--- src/design/fmfc_ram.sv ---
module fmfc_ram #(
   parameter int WIDTH = 8,
   parameter int DEPTH = 64
) (
   input  logic                                          clock,
   input  logic                                          we,
   input  logic [((DEPTH > 1) ? $clog2(DEPTH) : 1)-1:0]  waddr,
   input  logic [WIDTH-1:0]                              wdata,
   input  logic                                          re,
   input  logic [((DEPTH > 1) ? $clog2(DEPTH) : 1)-1:0]  raddr,
   output logic [WIDTH-1:0]                              rdata
);
   logic [WIDTH-1:0] mem_ff [DEPTH];
   logic [WIDTH-1:0] rdata_ff;

   always_ff @(posedge clock) begin
      if (we) begin
         mem_ff[waddr] <= wdata;
      end
      if (re) begin
         rdata_ff <= mem_ff[raddr];
      end
   end

   assign rdata = rdata_ff;
endmodule

--- config.mk ---
export PLATFORM = sky130hd
export DESIGN_NAME = fmfc_ram
export DESIGN_NICKNAME = d
export VERILOG_FILES = /design/src/design/fmfc_ram.sv
export SDC_FILE = /design/constraint.sdc
export NUM_CORES = 1
export LEC_CHECK = 0
export BUFFER_PORTS_ARGS = -buffer_cell sky130_fd_sc_hd__buf_2
export CORE_MARGIN = 5
export CORE_UTILIZATION = 33
export CTS_BUF_LIST = sky130_fd_sc_hd__clkbuf_8 sky130_fd_sc_hd__clkbuf_16
export CTS_CLUSTER_DIAMETER = 30
export CTS_CLUSTER_SIZE = 28
export DETAILED_ROUTE_END_ITERATION = 8
export RECOVER_POWER = 100
export SKIP_CTS_REPAIR_TIMING = 1
export SYNTH_ARGS = -nofsm -noshare
export SYNTH_HDL_FRONTEND = slang
export SYNTH_SLANG_ARGS = --single-unit
--- constraint.sdc ---
create_clock -name clock -period 2 [get_ports clock]
set_clock_uncertainty 0.1 [all_clocks]
set_input_delay 0.1 -clock clock [delete_from_list [all_inputs] [get_ports clock]]
set_output_delay 0.1 -clock clock [all_outputs]
set_load 0.01 [all_outputs]
==> reports/qor.yml <==
status:
  status: "finished with violations"
  violations: "setup timing"
yosys:
  synthCells: 940
  syn_avg_cell_area_um2: 21.5
  synth_area_leaders: "edfxtp_1, mux4_2, nor2_1"
  synth_top_cell_by_area: "edfxtp_1"
  netlist_area_um2: 20200
  synth_nets: 963
  synth_seq_cells: 520
  synth-seq-area-share: 0.771
  async_flop_share: 0
  synth_cell_types: 39
  ys.flop_type: "edfxtp_1"
  yosysMostFrequentCell: "edfxtp_1"
  synth_edf_count: 520
  synth_common_cells: "edfxtp_1, mux4_2, nor2_1"
  synth_top_area_frac: 0.771
  yosysWarnings: 0
clocking:
  cts_buffer_depth: 3
  clockRootBuffer: "clkbuf_16"
  cts_sinks: 520
  cts_tree: "done"
  clk_latency_ns: 0.63
  clk_pin_slew_worst_paths_ns: 0.05
  cts-htree-levels: 3
  cts_made_buffers: 103
drt:
  ant_nets: 0
  via_count: 10358
  drtIter0Drc: 865
  wl_per_cell_um: 23.3
  wl_mm: 47.9
  drc: 0
  dr.pass1.iters: 5
  routed_via_density: 5.03
power:
  p_leak_uw: 0.00830
  ir_drop_mv: 0.686
  total_power_uw: 30300
  p_per_area_nw_per_um2: 1180
placement:
  port_buffers: 30
  pre_cts_slack_ns: -0.463
  placed_area_um2: 22500
  hpwl_mm: 30.6
  gp_congestion: 0.803
layout:
  final_cell_area_um2: 25800
  fillCellCount: 5282
  area.sequential_um2: 15600
  nNetsFinal: 1212
  drive_above_1_share: 0.318
  multi_input_area_um2: 4410
  syn2layout_area_growth_pct: 27.2
die:
  dieArea_um2: 66400
  start_util: 0.334
  die_w_um: 258
  io-pin-count: 31
  std_cell_rows: 90
  coreArea_um2: 60600
  fp.dieH_um: 258
timing:
  max_freq_mhz: 483
  period_share: 1.03
  fin_crit_ns: 2.07
  maxSlewHeadroom: 0.0345
  fin_ws_ns: -0.0683
  worst_slew_pin_slew_ns: 1.45
  finalSetupViolations: 7
  rsz0062_at_grt: "true"
  hold_viol_final: 0
  final-max-slew-violation-count: 0
  fin_hold_ws_ns: 0.0819
min_path:
  min_path_type: "in2reg"
  timing.hold.worst_path_depth: 4
worst_setup_path:
  cp-start-kind: "flip-flop"
  crit_type: "reg2reg"
  crit_buf_inv: 1
  cp_max_fo: 1
  crit_required_ns: 2.26
  cp_top_family: "multiplexers"
  critPathMaxStageDelay_ns: 0.47
  critical_path.cell_chain: "mux4_2 > mux2_4 > o221a_4 > nor3_2 > buf_4 > o32ai_1"
  path_depth: 6
  critPathArrivalTime_ns: 2.33
  end_kind: "flip-flop"
  reg2reg_depth: 6
  slowest_stage: "mux4_2"
grt:
  grt_pass1_wl_mm: 71.5
  gr-total-overflow: 0
  grt_use_total: 0.143
  grt_pass1_vias: 10989
  grt_max_degree: 65
  antenna_found_initial: 1
run:
  cap_violations: 0
==> routing by layer <==
layer | global-route usage | vias up | part of all wire
li1 | - | 4494 | -
met4 | 0.0429 | 2 | 0.015
met2 | 0.233 | 342 | 0.49
met1 | 0.194 | 5471 | 0.42
met3 | 0.0337 | 49 | 0.066
met5 | 0 | - | 0.00027
==> area by class of cell <==
class                      count  area share
antenna                        1   0.0000972
clock buffer                 106       0.103
multi-input combinational    369       0.171
sequential                   520       0.606
clock inverter                86      0.0339
timing repair buffer         195      0.0478
tap                          782      0.0380
==> path summary, 6_finish.rpt <==
kind | start | endpoint | slack (ns)
worst max-delay path | mem_ff[21][6] | rdata[6] | -0.07
worst min-delay path | waddr[1] | mem_ff[49][2] | 0.08
worst max register to register | mem_ff[21][6] | rdata[6] | -0.07
worst min register to register | mem_ff[22][0] | rdata[0] | 0.85
==> placed cells by master (no fill, tap or decap), drive strengths merged, types with 2 or more instances in the layout <==
cell type    count
nand2b           7
o32ai            2
o2bb2ai          3
bufinv          11
inv             22
o2111ai          3
a2111oi          2
nor2            83
clkbuf         219
o41ai            2
o21ai            4
buf             72
clkinv          36
o221ai           8
nand3           13
o22ai            8
a221oi           6
nor3             7
nand3b           3
o221a            2
edfxtp         520
mux2            13
nor4             2
a211oi           4
dlygate4sd3     10
a21oi            3
a22oi            3
mux2i           23
o21a             2
nor2b           14
mux4           126
nand4            2
nand2           19
clkinvlp        17
==> metrics by stage <==
stage / std cells / utilization / setup TNS [ns]
after floorplan: 940 / - / 0
after global placement: 1857 / 0.371 / -3.18
after detailed placement: 1857 / 0.371 / -3.16
after CTS: 2049 / 0.429 / -1.05
after global routing: 2058 / 0.425 / -0.719
final: 2059 / 0.425 / -0.328
==> flip-flops by register name (all words and copies together), names as in the netlist <==
| register | cells |
|---|---|
| rdata | 8 |
| mem_ff | 512 |
==> kinds of logic (layout without fill, tap and decap cells) <==
| group | Yosys count | in the layout | share of synthesized area |
|---|---|---|---|
| flops | 520 | 520 | 0.771 |
| mux | 162 | 162 | 0.159 |
| simple gates | 153 | 153 | 0.0337 |
| compound gates | 54 | 54 | 0.0206 |
| buf+inv | 51 | 387 | 0.0156 |
| other cells | 0 | 1 | 0 |
==> where the power goes <==
part           switching, uW  internal [uW]  total, uW  leakage, uW
logic                    740            522       1260      0.00191
clock network           5770          11100      16900      0.00170
registers               34.3          12100      12200      0.00469
total                   6540          23800      30300      0.00830
==> tightest hold or removal path, cell delays in order <==
cell and delay (ns):
buf_2 0.17, buf_4 0.15, nor3_1 0.06, clkbuf_1 0.14
(Power assumes the default switching activity.)
